$ cat config.mk
export PLATFORM = sky130hd
export DESIGN_NAME = nfr_match
export DESIGN_NICKNAME = d
export VERILOG_FILES = /design/src/hw/rtl/nfr_pkg.sv /design/src/hw/rtl/nfr_match.sv
export SDC_FILE = /design/constraint.sdc
export NUM_CORES = 1
export LEC_CHECK = 0
export BUFFER_PORTS_ARGS = -buffer_cell sky130_fd_sc_hd__buf_2
export CAP_MARGIN = 20
export CELL_PAD_IN_SITES_DETAIL_PLACEMENT = 0
export CELL_PAD_IN_SITES_GLOBAL_PLACEMENT = 1
export CORE_AREA = 2 2 202 204
export DETAILED_ROUTE_END_ITERATION = 12
export DIE_AREA = 0 0 204 206
export PLACE_DENSITY_LB_ADDON = 0.1
export RECOVER_POWER = 100
export SYNTH_ARGS = -nofsm -noshare
export SYNTH_HDL_FRONTEND = slang
export SYNTH_SLANG_ARGS = --single-unit
$ cat constraint.sdc
create_clock -name clk_i -period 9.65 [get_ports clk_i]
set_clock_uncertainty 0.05 [all_clocks]
set_input_delay 0.4825 -clock clk_i [delete_from_list [all_inputs] [get_ports clk_i]]
set_output_delay 0.4825 -clock clk_i [all_outputs]
set_load 0.01 [all_outputs]
$ cat src/hw/rtl/nfr_pkg.sv
// Shared types and constants of the NAT flow rewriter.
// Used by every module of the block; depends on nothing.
package nfr_pkg;

  // Address/port four-tuple, as stored for keys and rewrites
  typedef struct packed {
    logic [31:0] sa;
    logic [31:0] da;
    logic [15:0] sp;
    logic [15:0] dp;
  } tuple_t;

  // One flow table entry
  typedef struct packed {
    logic   vld;
    tuple_t key;
    tuple_t act;
  } entry_t;

  // Flags collected by one table scan
  typedef struct packed {
    logic hit;
    logic rev_hit;
    logic free1;
    logic free2;
  } match_flags_t;

  typedef enum logic [1:0] {
    VERDICT_DROP  = 2'd0,
    VERDICT_FWD   = 2'd1,
    VERDICT_UNMOD = 2'd2
  } verdict_e;

  typedef enum logic [2:0] {
    ST_CLEAR,
    ST_IDLE,
    ST_SCAN,
    ST_DECIDE,
    ST_WR1,
    ST_WR2,
    ST_EMIT
  } state_e;

  // Register indexes of the configuration port
  localparam logic [2:0] REG_PATTERN_EN = 3'd0;
  localparam logic [2:0] REG_NEW_SRC    = 3'd1;
  localparam logic [2:0] REG_NEW_DST    = 3'd2;
  localparam logic [2:0] REG_PORT_BASE  = 3'd3;
  localparam logic [2:0] REG_NEW_DPORT  = 3'd4;
  localparam logic [2:0] REG_PORT_RANGE = 3'd5;
  localparam logic [2:0] REG_EXH_COUNT  = 3'd6;

  localparam logic [7:0] PROTO_TCP = 8'd6;
  localparam logic [7:0] PROTO_UDP = 8'd17;

endpackage

$ cat src/hw/rtl/nfr_match.sv
// Shared compare unit: checks one table entry per cycle while chk_i is high
// against the key and the reverse key and records the first match and the two
// lowest free slots. Depends on nfr_pkg.
module nfr_match #(
  parameter int AW = 8
) (
  input  logic                  clk_i,
  input  logic                  rst_ni,
  input  logic                  start_i,
  input  logic                  chk_i,
  input  logic [AW-1:0]         idx_i,
  input  nfr_pkg::entry_t       entry_i,
  input  nfr_pkg::tuple_t       key_i,
  input  nfr_pkg::tuple_t       rev_i,
  output nfr_pkg::match_flags_t flags_o,
  output logic [AW-1:0]         rev_idx_o,
  output logic [AW-1:0]         free1_idx_o,
  output logic [AW-1:0]         free2_idx_o,
  output nfr_pkg::tuple_t       act_o
);

  nfr_pkg::match_flags_t flags_q, flags_d;
  logic [AW-1:0]         rev_idx_q, free1_idx_q, free2_idx_q;
  nfr_pkg::tuple_t       act_q;
  logic                  key_m, rev_m;

  assign key_m = entry_i.vld && (entry_i.key == key_i);
  assign rev_m = entry_i.vld && (entry_i.key == rev_i);

  // Update the found flags for the entry under check
  always_comb begin
    flags_d = flags_q;
    if (start_i) begin
      flags_d = '0;
    end else if (chk_i) begin
      if (key_m) flags_d.hit = 1'b1;
      if (rev_m) flags_d.rev_hit = 1'b1;
      if (!entry_i.vld) begin
        if (!flags_q.free1) flags_d.free1 = 1'b1;
        else                flags_d.free2 = 1'b1;
      end
    end
  end

  always_ff @(posedge clk_i or negedge rst_ni) begin
    if (!rst_ni) begin
      flags_q <= '0;
    end else begin
      flags_q <= flags_d;
    end
  end

  // Capture the slot indexes and the hit rewrite on first find
  always_ff @(posedge clk_i) begin
    if (chk_i && !start_i) begin
      if (key_m && !flags_q.hit) act_q <= entry_i.act;
      if (rev_m && !flags_q.rev_hit) rev_idx_q <= idx_i;
      if (!entry_i.vld && !flags_q.free1) free1_idx_q <= idx_i;
      if (!entry_i.vld && flags_q.free1 && !flags_q.free2) free2_idx_q <= idx_i;
    end
  end

  assign flags_o     = flags_q;
  assign rev_idx_o   = rev_idx_q;
  assign free1_idx_o = free1_idx_q;
  assign free2_idx_o = free2_idx_q;
  assign act_o       = act_q;

endmodule

### Word-level counts from Yosys, hierarchy flattened

Index checks and enable logic that the tools add are counted.

* bits of input ports: 397
* output and inout bits: 124
* flip-flop bits (word level): 124

* eq/ne operators: 3
* reduce and logical (&&, ||, !) cells: 26
* mux-type cells: 6

Operators by type and width (number)
* $eq A96 B96 Y1: 2
* $reduce_and A2 Y1: 7
* $logic_and A1 B1 Y1: 8
* $mux W4: 2
* $reduce_bool A2 Y1: 4
* $logic_not A1 Y1: 6
* $mux W1: 3
* $reduce_and A3 Y1: 1
* $mux W2: 1
* $ne A2 B2 Y1 const B: 1

### Depth between registers and ports, before layout

* depth after elaboration: 5
* mapped depth: 5

### Worst setup path before layout

No wires, ideal clock.

* path type: in2reg
* start point: input key_i[69] (netlist bit)
* end point: register act_q, in the netlist act_o[0] (enable)
* setup slack: 2.368 ns
* setup time: 0.603 ns
* stages on the path: 5
* buffers on the path: 0
* data arrival time: 6.629 ns
* cells stage by stage: nor2b_1 -> a2111o_1 -> nor4_2 -> nand4_1 -> nor4_2

* cells in the longest elaborated chain, start to end: 4

RTL lines
* start, declared: RTL line nfr_match.sv:13 `input nfr_pkg::tuple_t key_i,`
* $eq A96 B96 Y1: RTL line nfr_match.sv:27 `assign key_m = entry_i.vld && (entry_i.key == key_i);`
* $logic_and A1 B1 Y1: RTL line nfr_match.sv:27
* $logic_and A1 B1 Y1: RTL line nfr_match.sv:56 `if (key_m && !flags_q.hit) act_q <= entry_i.act;`
* $reduce_and A2 Y1 (no line)
* end signal, assigned: RTL line nfr_match.sv:56
* end, declared: RTL line nfr_match.sv:24 `nfr_pkg::tuple_t act_q;`

No other way between the ends.
A chain may end at the register's enable or synchronous reset.

### Worst setup path after layout

* start point: input entry_i[135] (netlist bit)
* end point: register act_q, in the netlist act_o[71] (enable)

* cells in the longest elaborated chain, start to end: 4

RTL lines
* start, declared: RTL line nfr_match.sv:12 `input nfr_pkg::entry_t entry_i,`
* $eq A96 B96 Y1: RTL line nfr_match.sv:27
* $logic_and A1 B1 Y1: RTL line nfr_match.sv:27
* $logic_and A1 B1 Y1: RTL line nfr_match.sv:56
* $reduce_and A2 Y1 (no line)

No other way between the ends.

==> flow_summary.ini <==
[run_status]
outcome = complete, but fails checks
violations = max-capacitance violations, max-slew violations

[synth]
async_reset_ff_frac = 0.03226
synth_enable_flop_cells = 120
synthCells = 457
yosysSeqAreaShare = 0.6024
synth-simple-area-share = 0.1140
syn_avg_cell_area_um2 = 13.45
synthXorXnorAreaFrac = 0.1937
synth-seq-cells = 124
synth_top_family_by_area = XOR/XNOR gates
ys_types = 38
ys_warn_count = 0
synth_compound_area_frac = 0.06370
synth.area.mux_share = 0
synth_nets = 854
ys.flop_type = edfxtp_1
synthesis.area_um2 = 6148
synth_fa_ha_area_frac = 0

[die]
die_w_um = 204
die_area_um2 = 42020
die_h_um = 206
ioPinCount = 521
start_util = 0.1530
fp.coreArea_um2 = 40180
rows = 74

[place]
preCtsSetupSlack_ps = 5689
dpl.hpwl_um = 30680
port_buffers = 520
gp_congestion = 0.7969
placed_area_um2 = 9473

[setup_path]
worstPathMaxFanout = 50
cp.arrival_ps = 5140
worstPathCellList = clkbuf_1 > xnor2_1 > nand4_1 > nor4_1 > nand4_1 > nor4_1 > clkbuf_1 > buf_4
worstSetupStartpointType = input pin
slowest_stage = clkbuf_1
crit_path_end_kind = register
slowest_delay_ps = 2130
critPathKind = input pin to register
worstPathRequired_ps = 9660

[timing]
setup_viol = 0
slew_viol_final = 51
tns_ps = 0
setup_ws_ps = 4517
fmax_mhz = 194.8
layout_worst_path_cycle_share = 0.5319
hold_violations = 0
fin_crit_ps = 5133
grt_setup_unrepaired = false
maxSlewHeadroom = -0.9822
tightestPinTransition_ps = 2973

[clocking]
cts_buffers = 17
post_cts_resized = 0
clockBufferDepth = 2
worst_skew_pair.late_latency_ps = 420
path_clk_slew_ps = 60
cts_setup_buffers = 0
htree_levels = 4
cts_sinks = 124
cts-root-buf = clkbuf_16
tritoncts = yes
postCtsHoldBufs = 1

[pwr]
irDropWorstVdd_mv = 0.1205
p_per_area_nw_per_um2 = 149.9
p_leak_nw = 3.883

[route]
vias_per_cell = 3.767
ant_nets = 0
num_vias = 5843
drc = 0
drtPass1Iterations = 4
drt_iter0_drc = 168
wirelength_um = 34110
post_drt_wl_per_cell_um = 21.99

[global_routing]
grt.busiest_layer = met2
grt_pass1_vias = 6358
met1_usage = 0.1472
overflow = 0
grt_pass1_wl_um = 45450
grtUsageMet3 = 0.05913
antenna_found_initial = 7
grt_max_degree = 51
track_usage = 0.1573
use_met2 = 0.3151

[final_layout]
final_cell_mix = buf_2, clkbuf_1, xnor2_1
drive_gt1_frac = 0.4201
nNetsFinal = 1398
final_common_cell = buf_2
syn2layout_area_growth_pct = 60.89
final_area_um2 = 9892
fillers = 4554

[min_path]
hp-class = input pin to register

[flow_run]
maxCapViolCount = 1
-- state kept, by name, summed over array words and instances, names as in the netlist --
signal / flops
act_o: 96
flags_o: 4
free1_idx_o: 8
free2_idx_o: 8
rev_idx_o: 8
-- routing by layer --
| metal | vias up | wire [um] |
|---|---|---|
| met5 | - | 44 |
| met4 | 6 | 376 |
| met3 | 22 | 3356 |
| met2 | 337 | 19030 |
| met1 | 2679 | 11300 |
| li1 | 2799 | - |
-- Yosys cell counts, types with 3 or more instances --
cell type / instances / area share
nand2b_1: 16 / 0.016
o2bb2ai_1: 4 / 0.0057
edfxtp_1: 120 / 0.59
nor2_1: 6 / 0.0037
o2111ai_1: 7 / 0.010
nor4_1: 14 / 0.014
or2b_1: 5 / 0.0061
a22oi_1: 4 / 0.0049
nor4_2: 3 / 0.0061
inv_1: 38 / 0.023
xor2_1: 4 / 0.0057
dfrtp_1: 4 / 0.016
xnor2_1: 132 / 0.19
a21oi_1: 3 / 0.0024
a22o_1: 7 / 0.010
o22ai_1: 14 / 0.014
a2111o_1: 3 / 0.0055
nor2b_1: 7 / 0.0071
inv_2: 5 / 0.0031
nand4_1: 36 / 0.037
-- report_power, final --
group / internal, mW / switching (mW)
Clock: 0.431 / 0.242
Combinational: 0.111 / 0.105
Sequential: 0.592 / 0.000805
-- path summary, 6_finish.rpt --
path                       cells past startpoint  slack, ps    endpoint    startpoint
min in group asynchronous                      2        410  flags_o[0]        rst_ni
setup reg to reg                               3       5480   act_o[71]    flags_o[3]
max in group asynchronous                      2       8960  flags_o[2]        rst_ni
hold reg to reg                                2        500  flags_o[0]    flags_o[0]
setup / recovery                               8       4520   act_o[71]  entry_i[135]
hold / removal                                 1        180   act_o[66]   entry_i[66]
-- critical path, delay by kind of cell --
kind | cells | cell delay, ps
XOR/XNOR | 1 | 380
buffers and inverters | 3 | 3050
AND/OR/NAND/NOR | 4 | 1150
-- cells by family (layout without fill, tap and decap cells) --
logic type | Yosys count | after routing
buf+inv | 43 | 600
xor+xnor | 136 | 136
other cells | 0 | 5
flops | 124 | 124
simple gates | 105 | 105
compound gates | 49 | 49
-- final cells by class --
type | instances | area, um^2 | area share
flip-flops and latches | 124 | 3704 | 0.3744
clock buffers | 17 | 425.4 | 0.04301
well taps | 532 | 665.6 | 0.06729
diodes | 5 | 12.51 | 0.001265
multi-input cells | 290 | 2270 | 0.2294
repair buffers | 525 | 2457 | 0.2484
inverters | 43 | 161.4 | 0.01632
clock inverters | 15 | 196.4 | 0.01986
-- metrics by stage --
stage / hold slack (ps) / power, mW / instances / utilization
2_1_floorplan: 136.9 / 0.6839 / 457 / -
3_3_place_gp: 245.8 / 0.8270 / 1513 / 0.2357
3_5_place_dp: 243.9 / 0.8287 / 1513 / 0.2357
4_1_cts: 149.3 / 1.511 / 1546 / 0.2515
5_1_grt: 151.7 / 1.543 / 1548 / 0.2460
6_report: 176.7 / 1.483 / 1551 / 0.2462
No activity file was read; power rests on OpenSTA's default activity.
